==> src/rtl/assert_macros.svh <==
// assertion macros for the rtl files that check themselves
// depends on nothing; take it in by include
`ifndef ASSERT_MACROS_SVH
`define ASSERT_MACROS_SVH

// concurrent check on a rising clock, muted while reset is held
`define DMF_ASSERT(lbl, clk, rst_n, prop, msg) \
    lbl: assert property (@(posedge clk) disable iff (!rst_n) prop) else $error(msg);

// same check with no reset condition
`define DMF_ASSERT_NR(lbl, clk, prop, msg) \
    lbl: assert property (@(posedge clk) prop) else $error(msg);

`endif

==> src/rtl/dmf_pkg.sv <==
// shared types and constants of the dinic max-flow unit
// used by the controller, the datapath and the top level
package dmf_pkg;

    localparam int MAX_VERTICES = 64;
    localparam int MAX_EDGES    = 256;
    localparam int ARC_SLOTS    = 2 * MAX_EDGES;
    localparam int VTX_W        = $clog2(MAX_VERTICES);
    localparam int EDGE_W       = $clog2(MAX_EDGES);
    localparam int CNT_W        = EDGE_W + 1;
    localparam int ARC_W        = $clog2(ARC_SLOTS);
    localparam int PTR_W        = ARC_W + 1;
    localparam int CAP_W        = 16;
    localparam int FLOW_W       = 24;
    localparam int LVL_W        = VTX_W + 1;
    localparam int DEPTH_W      = VTX_W + 1;
    localparam int VC_W         = 7;
    localparam int STAT_W       = 2;
    localparam int IN_DATA_W    = 32;
    localparam int OUT_DATA_W   = 32;

    localparam logic [PTR_W-1:0] END_MARK = PTR_W'(ARC_SLOTS);
    localparam logic [VC_W-1:0]  VC_MIN   = VC_W'(2);
    localparam logic [VC_W-1:0]  VC_MAX   = VC_W'(MAX_VERTICES);

    localparam logic [STAT_W-1:0] STATUS_OK      = 2'd0;
    localparam logic [STAT_W-1:0] STATUS_FULL    = 2'd1;
    localparam logic [STAT_W-1:0] STATUS_BAD_VTX = 2'd2;

    typedef enum logic [4:0] {
        OP_IDLE, OP_CHK, OP_L1, OP_L2, OP_L3,
        OP_B0, OP_B1, OP_B2, OP_B3, OP_B4, OP_B5,
        OP_P0, OP_P1, OP_P2, OP_P3, OP_P4, OP_P5, OP_P6,
        OP_A0, OP_A1, OP_A2, OP_U0, OP_U1, OP_U2, OP_U3,
        OP_FIN
    } dp_op_t;

    typedef struct packed {
        dp_op_t op;
    } dp_cmd_t;

    typedef struct packed {
        logic in_xfer;
        logic edge_ok;
        logic last;
        logic q_empty;
        logic sink_reached;
        logic a_end;
        logic depth_zero;
        logic v_sink;
        logic take;
        logic i_last;
        logic out_busy;
    } dp_stat_t;

endpackage

==> src/rtl/dmf_ctrl.sv <==
// sequencer of the max-flow unit: edge load, level pass, pushes, result
// depends on dmf_pkg
module dmf_ctrl (
    input  logic              aclk,
    input  logic              aresetn,
    input  dmf_pkg::dp_stat_t stat,
    output dmf_pkg::dp_cmd_t  cmd
);
    import dmf_pkg::*;

    typedef enum logic [4:0] {
        ST_IDLE, ST_CHK, ST_L1, ST_L2, ST_L3,
        ST_B0, ST_B1, ST_B2, ST_B3, ST_B4, ST_B5,
        ST_P0, ST_P1, ST_P2, ST_P3, ST_P4, ST_P5, ST_P6,
        ST_A0, ST_A1, ST_A2, ST_U0, ST_U1, ST_U2, ST_U3,
        ST_FIN
    } state_t;

    state_t state_reg, state_next;

    always_comb begin
        state_next = state_reg;
        unique case (state_reg)
            ST_IDLE: if (stat.in_xfer) state_next = ST_CHK;
            ST_CHK: begin
                if (stat.edge_ok) state_next = ST_L1;
                else state_next = stat.last ? ST_B0 : ST_IDLE;
            end
            ST_L1: state_next = ST_L2;
            ST_L2: state_next = ST_L3;
            ST_L3: state_next = stat.last ? ST_B0 : ST_IDLE;
            ST_B0: state_next = ST_B1;
            ST_B1: begin
                if (stat.q_empty) state_next = stat.sink_reached ? ST_P0 : ST_FIN;
                else state_next = ST_B2;
            end
            ST_B2: state_next = ST_B3;
            ST_B3: state_next = ST_B4;
            ST_B4: state_next = stat.a_end ? ST_B1 : ST_B5;
            ST_B5: state_next = ST_B4;
            ST_P0: state_next = stat.v_sink ? ST_A0 : ST_P1;
            ST_P1: state_next = ST_P2;
            ST_P2: begin
                // dead end at the source closes the phase
                if (stat.a_end) state_next = stat.depth_zero ? ST_B0 : ST_P3;
                else state_next = ST_P4;
            end
            ST_P3: state_next = ST_P6;
            ST_P6: state_next = ST_P0;
            ST_P4: state_next = ST_P5;
            ST_P5: state_next = stat.take ? ST_P0 : ST_P2;
            ST_A0: state_next = ST_A1;
            ST_A1: state_next = ST_A2;
            ST_A2: state_next = stat.i_last ? ST_U0 : ST_A1;
            ST_U0: state_next = ST_U1;
            ST_U1: state_next = ST_U2;
            ST_U2: state_next = ST_U3;
            ST_U3: state_next = stat.i_last ? ST_P0 : ST_U1;
            ST_FIN: if (!stat.out_busy) state_next = ST_IDLE;
            default: state_next = ST_IDLE;
        endcase
    end

    always_ff @(posedge aclk) begin
        if (!aresetn) begin
            state_reg <= ST_IDLE;
        end else begin
            state_reg <= state_next;
        end
    end

    always_comb begin
        unique case (state_reg)
            ST_IDLE: cmd.op = OP_IDLE;
            ST_CHK:  cmd.op = OP_CHK;
            ST_L1:   cmd.op = OP_L1;
            ST_L2:   cmd.op = OP_L2;
            ST_L3:   cmd.op = OP_L3;
            ST_B0:   cmd.op = OP_B0;
            ST_B1:   cmd.op = OP_B1;
            ST_B2:   cmd.op = OP_B2;
            ST_B3:   cmd.op = OP_B3;
            ST_B4:   cmd.op = OP_B4;
            ST_B5:   cmd.op = OP_B5;
            ST_P0:   cmd.op = OP_P0;
            ST_P1:   cmd.op = OP_P1;
            ST_P2:   cmd.op = OP_P2;
            ST_P3:   cmd.op = OP_P3;
            ST_P4:   cmd.op = OP_P4;
            ST_P5:   cmd.op = OP_P5;
            ST_P6:   cmd.op = OP_P6;
            ST_A0:   cmd.op = OP_A0;
            ST_A1:   cmd.op = OP_A1;
            ST_A2:   cmd.op = OP_A2;
            ST_U0:   cmd.op = OP_U0;
            ST_U1:   cmd.op = OP_U1;
            ST_U2:   cmd.op = OP_U2;
            ST_U3:   cmd.op = OP_U3;
            ST_FIN:  cmd.op = OP_FIN;
            default: cmd.op = OP_IDLE;
        endcase
    end

endmodule

==> config.mk <==
export PLATFORM = sky130hd
export DESIGN_NAME = dmf_ctrl
export DESIGN_NICKNAME = d
export VERILOG_FILES = /design/src/rtl/assert_macros.svh /design/src/rtl/dmf_pkg.sv /design/src/rtl/dmf_ctrl.sv
export SDC_FILE = /design/constraint.sdc
export NUM_CORES = 1
export LEC_CHECK = 0
export ABC_AREA = 1
export BUFFER_PORTS_ARGS = -buffer_cell sky130_fd_sc_hd__buf_2
export CAP_MARGIN = 20
export CORE_UTILIZATION = 60
export CTS_BUF_LIST = sky130_fd_sc_hd__clkbuf_2
export CTS_CLUSTER_SIZE = 14
export DETAILED_ROUTE_END_ITERATION = 10
export PLACE_DENSITY = 0.95
export SETUP_SLACK_MARGIN = 0.1
export SLEW_MARGIN = 25
export SYNTH_ARGS = -nofsm -noshare
export SYNTH_HDL_FRONTEND = slang
export SYNTH_SLANG_ARGS = --single-unit
==> constraint.sdc <==
create_clock -name aclk -period 2.54 [get_ports aclk]
set_input_delay 0.127 -clock aclk [delete_from_list [all_inputs] [get_ports aclk]]
set_output_delay 0.127 -clock aclk [all_outputs]
set_load 0.01 [all_outputs]
==> impl_metrics.toml, run 1 <==
[yosys]
synthAdderAreaFrac_pct = 0
synth-simple-area-share_pct = 52.7
synthMuxAreaShare_pct = 0
synth_top_area_share_pct = 23.8
synth_xor_area_share_pct = 0
synthCells = 155
ys_seq_elements = 10
synth_compound_area_share_pct = 9.36
post_synth_main_area_contributors = "dfxtp_1 24%, nand2_1 19%, nand3_1 12%"
ys_types = 16
syn_nets = 168
syn_area_per_cell_sq_um = 5.43
syn_area_sq_um = 842
ys_warn_count = 0
ys_seq_area_share_pct = 23.8
synth_top_family_by_area = "simple AND/OR/NAND/NOR gates"
yosys.area.top_type = "dfxtp_1"

[floorplanning]
die_h_um = 39.5
die_area_sq_um = 1560
initial_core_util_pct = 64.7
die-width_um = 39.5
core_area_sq_um = 1300
ios = 18
std_cell_rows = 13

[sta]
slew_viol_final = 0
tightest_slew_ns = 0.414
hold_viol = 0
rsz0062_at_grt = "false"
fin_setup_tns_ns = 0
min_period_ns = 1.65
fin_skew_ns = 0.00814
finalSetupViolCount = 0
relSlewSlack_pct = 72.4
post-route-period-util_pct = 65.0
max_freq_mhz = 606

[clock_network]
cts_hold_buf = 0
clockBufferDepth = 2
clk_latency_ns = 0.24
cts_root_buf = "clkbuf_2"
post_cts_resized = 0
htreeDepth = 1
path_clk_slew_ns = 0.10
numCtsBuffers = 3
post_cts_buffers = 0
cts_tree = "built"
cts.sinks = 10

[finish]
final_common_cell = "nand2_1"
antenna_cells = 0
layout-drive-gt1-share_pct = 19.1
area_delta_synth_final_pct = 12.9
layout_common_cells = "43 x nand2_1, 26 x nor2_1, 23 x inv_1"
final_nets = 188
instances_no_fill = 188

[routing]
firstDrtPassIters = 4
wl_per_cell_um = 11.6
drt_iter0_drc = 59
drc = 0
ant_nets = 0
routed_wl_um = 2170
vias_per_cell = 5.48
vias = 1031

[setup_path]
crit_fanout = 12
cp.required_ns = 2.68
cp_num_buf_inv = 2
cpMostUsedCell = "nand2_1"
path_class = "flop to flop"
startpoint_type = "flop"
cpPeakStageDelay_ns = 0.58
critical-path-top-delay-family = "simple AND/OR/NAND/NOR gates"
end_kind = "flop"
crit_chain = "inv_2 > nand3_1 > nor2_1 > nand2_1 > nand2_1 > nor2_1 > nand3_1 > nand2_1 > inv_1"
worstPathArrival_ns = 1.79
slowest_stage = "dfxtp_1"

[global_route]
antenna_found_initial = 0
grt_max_degree = 13
track_usage_pct = 31.8
grt_pass1_vias = 768
overflow = 0
grt_pass1_wl_um = 3320

[power]
p_leak_nw = 0.563
irDropWorstVdd_mv = 0.348
p_per_area_nw_per_um2 = 544

[placed_design]
place_hpwl_um = 1740
place.gp.congestion = 0.985
dp_cells = 185
portBuffers = 17

[job]
drv_cap = 0

[outcome]
status = "complete, no violations"

[min_path]
hold_path_class = "input port to flop"
## tightest hold or removal path, cell delays in order
cell and delay [ns]:
buf_2 0.11, nand2_1 0.08, inv_1 0.05
## final cells by class
class                           instances  area, sq um
Multi-Input combinational cell        114          523
Tap cell                               15         18.8
Fill cell                             134          350
Inverter                               29          109
Sequential cell                        10          200
Timing Repair Buffer                   17         85.1
Clock buffer                            3         15.0
## synth_stat cells
| library cell | number |
|---|---|
| nand4_1 | 2 |
| a21oi_1 | 3 |
| nor2_4 | 2 |
| inv_2 | 6 |
| nor2_2 | 5 |
| nor4_1 | 1 |
| nand3b_1 | 1 |
| nand3_1 | 21 |
| nand2_1 | 43 |
| nor2_1 | 26 |
| dfxtp_1 | 10 |
| buf_2 | 2 |
| o211ai_1 | 5 |
| o21ai_0 | 4 |
| o22ai_1 | 1 |
| inv_1 | 23 |
## per-layer routing
layer	routed length [um]	track usage [%]	part of all wire [%]
met5	0	0	0
met4	40	4.31	1.8
met3	206	7.95	9.5
met2	989	50.0	46
met1	937	44.2	43
## power by group
group,internal (W),leakage (nW),switching [W]
Combinational,0.0000726,0.469,0.000150
Sequential,0.000181,0.0815,0.0000313
Clock,0.0000322,0.0125,0.0000498
## final timing paths
path | startpoint | endpoint | slack (ns) | cells past startpoint
worst min-delay path | aresetn | state_reg[1] | 0.15 | 3
worst max register to register | state_reg[4] | cmd[1] | 0.89 | 9
worst min register to register | state_reg[0] | cmd[3] | 0.87 | 5
worst max-delay path | state_reg[4] | cmd[1] | 0.89 | 9
## per-stage QoR
stage	area, sq um	utilization (%)	hold slack (ns)	total power (W)	setup WS (ns)
4_1_cts	951	73.1	0.133	0.000520	0.919
6_report	951	73.1	0.151	0.000517	0.889
3_5_place_dp	936	71.9	0.396	0.000435	0.933
3_3_place_gp	936	71.9	0.379	0.000432	0.984
2_1_floorplan	842	-	0.243	0.000369	1.34
5_1_grt	951	73.1	0.144	0.000560	0.761
## logic make-up after synthesis
| logic type | count (synthesis) |
|---|---|
| DFF | 10 |
| AOI/OAI and AO/OA | 13 |
| and+or+nand+nor | 101 |
| buffers and inverters | 31 |
Power figures use the tool's default switching activity.
==> run 2, diff against run 1 <==
--- a/config.mk
+++ b/config.mk
@@ -5,14 +5,14 @@
 export SDC_FILE = /design/constraint.sdc
 export NUM_CORES = 1
 export LEC_CHECK = 0
-export ABC_AREA = 1
+export ABC_AREA = 0
 export BUFFER_PORTS_ARGS = -buffer_cell sky130_fd_sc_hd__buf_2
 export CAP_MARGIN = 20
-export CORE_UTILIZATION = 60
+export CORE_UTILIZATION = 49
 export CTS_BUF_LIST = sky130_fd_sc_hd__clkbuf_2
 export CTS_CLUSTER_SIZE = 14
 export DETAILED_ROUTE_END_ITERATION = 10
-export PLACE_DENSITY = 0.95
+export PLACE_DENSITY = 0.87
 export SETUP_SLACK_MARGIN = 0.1
 export SLEW_MARGIN = 25
 export SYNTH_ARGS = -nofsm -noshare
==> constraint.sdc (replaced) <==
create_clock -name aclk -period 1.4 [get_ports aclk]
set_input_delay 0.07 -clock aclk [delete_from_list [all_inputs] [get_ports aclk]]
set_output_delay 0.07 -clock aclk [all_outputs]
set_load 0.01 [all_outputs]
==> impl_metrics.toml, run 2 <==
[yosys]
ys_warn_count = 0
synth_edf_count = 0
ys_top_cells_by_count = "10 x dfxtp_1, 9 x nor2_1, 7 x a21oi_1"
synth_most_common_cell = "dfxtp_1"
ys_seq_elements = 10
yosys.area.top_type = "dfxtp_1"
ys_types = 40
ys_seq_area_share_pct = 25.4
syn_nets = 113
syn_area_sq_um = 788
synthCells = 100
ys_async_sr_fraction_pct = 0
post_synth_main_area_contributors = "dfxtp_1 25%, nand2b_1 4.8%, a21oi_1 4.4%"
synth_top_area_share_pct = 25.4
syn_area_per_cell_sq_um = 7.88
yosys_most_used_dff = "dfxtp_1"

[finish]
layout-drive-gt1-share_pct = 65.2
design_area_sq_um = 1390
instances_no_fill = 171
final_nets = 169
area_delta_synth_final_pct = 76.5
layout_common_cells = "31 x buf_4, 17 x buf_2, 11 x buf_6"
antenna_cells = 0
final_common_cell = "buf_4"
fillers = 54

[sta]
fin_setup_tns_ns = -1.31
layout_setup_ws_ns = -0.230
fin_skew_ns = 0.0102
slew_viol_final = 0
hold_viol = 0
max_freq_mhz = 614
rsz0062_at_grt = "true"
min_period_ns = 1.63
relSlewSlack_pct = 78.6
tightest_slew_ns = 0.321
finalSetupViolCount = 10
post-route-period-util_pct = 116

[clock_network]
path_clk_slew_ns = 0.13
cts_root_buf = "clkbuf_2"
clk_latency_ns = 0.27
cts_tree = "built"
clockBufferDepth = 2
cts.sinks = 10
htreeDepth = 1
numCtsBuffers = 3

[outcome]
violations = "negative setup slack"
status = "finished with violations"

[min_path]
hold_start = "aresetn"
min_to = "state_reg[1]"
hold_path_class = "input port to flop"
whs_path_depth = 2

[floorplanning]
std_cell_rows = 14
die-width_um = 42.1
initial_core_util_pct = 52.3
core_area_sq_um = 1510
die_h_um = 42.1
die_area_sq_um = 1770
ios = 18

[placed_design]
portBuffers = 17
dp_cells = 150
dpl_cell_area_sq_um = 1050
place_hpwl_um = 1920
place.gp.congestion = 1.03

[setup_path]
timing.rr.start = "state_reg[1]"
rrSetupSlack_ns = -0.23
startpoint_type = "flop"
cpPeakStageDelay_ns = 0.40
cp.depth = 6
ff2ff_path_depth = 6
cp.required_ns = 1.58
cp_num_buf_inv = 1
worstPathArrival_ns = 1.81
end_kind = "flop"
crit_chain = "buf_6 > a21oi_4 > a311oi_2 > a31oi_1 > a22oi_2 > o31a_1"
r2r_end = "cmd[2]"
slowest_stage = "dfxtp_4"
crit_fanout = 8
critical-path-top-delay-family = "compound AO/OA/AOI/OAI gates"
path_class = "flop to flop"

[global_route]
overflow = 0
antenna_found_initial = 0
grt_pass1_vias = 1055
grt_max_degree = 10
track_usage_pct = 37.8
grt_pass1_wl_um = 5020

[power]
switching_share_pct = 40.4
p_clk_share_pct = 15.4
switchingPower_w = 0.000480
irDropWorstVdd_mv = 0.703
power_frac_comb_pct = 54.2
p_leak_nw = 0.611
fin_total_pwr_w = 0.00119
p_seq_share_pct = 30.4
p_per_area_nw_per_um2 = 853
p_int_w = 0.000707

[routing]
wl_per_cell_um = 21.9
vias = 1144
firstDrtPassIters = 4
drc = 0
ant_nets = 0
drt_iter0_drc = 51
routed_wl_um = 3750
vias_per_cell = 6.69

[job]
drv_cap = 0
[run 2: cell types whose count changed in the layout (fill, tap and decap cells not counted), sizes merged, moves of 5 or more]
cell	previous run	this run
o211ai	5	0
nor2	33	10
nand2	43	5
inv	29	4
nand3	21	2
nand2b	0	6
buf	17	59
a21oi	3	8
[run 2: power by group through the flow]
stage | clock network, W | registers [W] | logic, W
after CTS | 0.000164 | 0.000358 | 0.000493
final | 0.000182 | 0.000361 | 0.000643
after floorplan | 0 | 0.000348 | 0.000272
after detailed placement | 0 | 0.000365 | 0.000423
after global placement | 0 | 0.000364 | 0.000410
after global routing | 0.000187 | 0.000363 | 0.000661
[run 2: metrics by stage]
step	setup WS [ns]	utilization [%]	hold slack, ns
final	-0.230	92.4	0.0842
after global routing	-0.256	92.4	0.0897
after CTS	-0.0689	80.0	0.103
after detailed placement	-0.184	69.6	0.384
after global placement	-0.0954	69.6	0.385
after floorplan	0.0470	-	0.313
[run 2: repair_timing]
item	CTS	global route
endpoints found under the hold margin	0	0
resized for setup	20	32
pin swaps	9	21
setup buffers	10	8
setup endpoints to repair	10	10
hold buffers	0	0
[run 2: area by class of cell]
| type | count | area [sq um] | share of cell area (%) |
|---|---|---|---|
| repair buffers | 59 | 442 | 31.7 |
| clock buffers | 3 | 15.0 | 1.08 |
| flip-flops and latches | 10 | 219 | 15.7 |
| clock inverters | 1 | 3.75 | 0.270 |
| multi-input cells | 78 | 674 | 48.5 |
| inverters | 4 | 17.5 | 1.26 |
| well taps | 16 | 20.0 | 1.44 |
[run 2: layer usage]
metal / track usage (%) / wire length, um / vias to the layer above
li1: - / - / 483
met1: 48.1 / 1370 / 508
met2: 61.3 / 1770 / 125
met3: 3.02 / 397 / 28
met4: 24.4 / 220 / 0
met5: 0 / 0 / -
[run 2: cell families (layout without fill, tap and decap cells)]
logic type      after synthesis  in the layout  synth area share [%]
mux                           1              1                  1.27
flops                        10             10                  25.4
buf+inv                      12             67                  8.89
compound gates               38             38                  36.2
simple gates                 39             39                  28.3
[run 2: worst max path at each step]
stage            startpoint      endpoint  slack, ns
2_1_floorplan  state_reg[2]        cmd[1]       0.05
4_1_cts        state_reg[2]  state_reg[0]      -0.07
3_5_place_dp   state_reg[1]  state_reg[2]      -0.18
6_report       state_reg[1]        cmd[2]      -0.23
5_1_grt        state_reg[2]  state_reg[0]      -0.26
3_3_place_gp   state_reg[1]  state_reg[0]       -0.1
[run 2: worst reg2reg max path, stage by stage (launching register included)]
cell and delay (ns):
dfxtp_4 0.40, buf_6 0.14, a21oi_4 0.16, a311oi_2 0.06
a31oi_1 0.28, a22oi_2 0.17, o31a_1 0.32
==> run 3, diff against run 2 <==
--- a/config.mk
+++ b/config.mk
@@ -13,8 +13,8 @@
 export CTS_CLUSTER_SIZE = 14
 export DETAILED_ROUTE_END_ITERATION = 10
 export PLACE_DENSITY = 0.87
+export RECOVER_POWER = 100
 export SETUP_SLACK_MARGIN = 0.1
-export SLEW_MARGIN = 25
 export SYNTH_ARGS = -nofsm -noshare
 export SYNTH_HDL_FRONTEND = slang
 export SYNTH_SLANG_ARGS = --single-unit
==> impl_metrics.toml, run 3 (same netlist as run 2, synthesis figures left out) <==
[power]
irDropWorstVdd_mv = 0.702
p_leak_nw = 0.590
p_per_area_nw_per_um2 = 852

[clock_network]
clk_latency_ns = 0.27
cts.sinks = 10
numCtsBuffers = 3
path_clk_slew_ns = 0.12
cts_root_buf = "clkbuf_2"
clockBufferDepth = 2
htreeDepth = 1
cts_hold_buf = 0
cts_tree = "built"

[placed_design]
portBuffers = 17
dpl_cell_area_sq_um = 1050
place.gp.congestion = 1.03
place_hpwl_um = 1920

[outcome]
status = "finished with violations"
violations = "negative setup slack"

[routing]
routed_wl_um = 3740
ant_nets = 0
drc = 0
firstDrtPassIters = 5
wl_per_cell_um = 21.9
drt_iter0_drc = 57
vias = 1105
vias_per_cell = 6.46

[setup_path]
critical-path-top-delay-family = "compound AO/OA/AOI/OAI gates"
startpoint_type = "flop"
worstPathArrival_ns = 1.80
path_class = "flop to flop"
cp.required_ns = 1.57
crit_fanout = 8
end_kind = "flop"
crit_chain = "buf_6 > a21oi_4 > a311oi_2 > a31oi_1 > a22oi_2 > o31a_1"
cpPeakStageDelay_ns = 0.40
slowest_stage = "dfxtp_4"
cp_num_buf_inv = 1

[finish]
antenna_cells = 0
final_nets = 169
layout_common_cells = "31 x buf_4, 12 x buf_2, 11 x buf_6"
design_area_sq_um = 1390
area_delta_synth_final_pct = 75.7
final_common_cell = "buf_4"
layout-drive-gt1-share_pct = 61.9
fillers = 58

[global_route]
track_usage_pct = 37.8
grt_pass1_vias = 1055
grt_pass1_wl_um = 5020
antenna_found_initial = 0
overflow = 0
grt_max_degree = 10

[sta]
post-route-period-util_pct = 117
min_period_ns = 1.63
relSlewSlack_pct = 78.2
hold_viol = 0
slew_viol_final = 0
fin_setup_tns_ns = -1.26
rsz0062_at_grt = "true"
max_freq_mhz = 613
fin_skew_ns = 0.00495
layout_setup_ws_ns = -0.231
finalSetupViolCount = 10
tightest_slew_ns = 0.327

[floorplanning]
die-width_um = 42.1
core_area_sq_um = 1510
die_area_sq_um = 1770
die_h_um = 42.1
initial_core_util_pct = 52.3
std_cell_rows = 14
ios = 18

[min_path]
hold_path_class = "input port to flop"

[job]
drv_cap = 0
-- run 3: cell type report --
cell class	instances	area, sq um	share of cell area, %
Clock inverter	1	3.75	0.271
Inverter	4	17.5	1.26
Multi-Input combinational cell	78	674	48.7
Tap cell	16	20.0	1.45
Clock buffer	3	15.0	1.08
Sequential cell	10	219	15.8
Timing Repair Buffer	59	435	31.4
-- run 3: metal layers --
metal,part of all wire (%),GRT usage [%],up-vias
met5,0,0,-
met4,5.6,24.4,0
met3,9.6,3.02,28
met2,47,61.3,92
met1,38,48.1,502
li1,-,-,483
-- run 3: final timing paths --
| kind | startpoint | end | slack, ns | cells past startpoint |
|---|---|---|---|---|
| worst min-delay path | aresetn | state_reg[1] | 0.09 | 2 |
| worst min register to register | state_reg[1] | state_reg[1] | 0.69 | 2 |
| worst max register to register | state_reg[1] | cmd[2] | -0.23 | 6 |
| worst max-delay path | state_reg[1] | cmd[2] | -0.23 | 6 |
-- run 3: per-stage QoR --
| step | setup slack, ns | util, % | power (W) | hold WS, ns | cells |
|---|---|---|---|---|---|
| after floorplan | 0.0470 | - | 0.000620 | 0.313 | 100 |
| after global placement | -0.0954 | 69.6 | 0.000775 | 0.385 | 150 |
| after detailed placement | -0.184 | 69.6 | 0.000788 | 0.384 | 150 |
| after CTS | -0.0689 | 80.0 | 0.00102 | 0.103 | 164 |
| after global routing | -0.256 | 91.9 | 0.00121 | 0.0897 | 171 |
| final | -0.231 | 91.9 | 0.00118 | 0.0916 | 171 |
-- run 3: worst reg2reg max path, cell delays in order (launching register included) --
cell and delay [ns]:
dfxtp_4 0.40, buf_6 0.14, a21oi_4 0.16, a311oi_2 0.06, a31oi_1 0.28, a22oi_2 0.17
o31a_1 0.32
-- run 3: repair_timing --
item,in CTS,in global routing
pin swaps,9,21
setup buffers,10,8
setup endpoints to repair,10,10
resized for setup,20,32
-- run 3: power by group --
part	internal (W)	switching (W)	total, W
clock	0.0000620	0.000115	0.000177
sequential	0.000319	0.0000436	0.000362
combinational	0.000322	0.000319	0.000641
total	0.000703	0.000477	0.00118
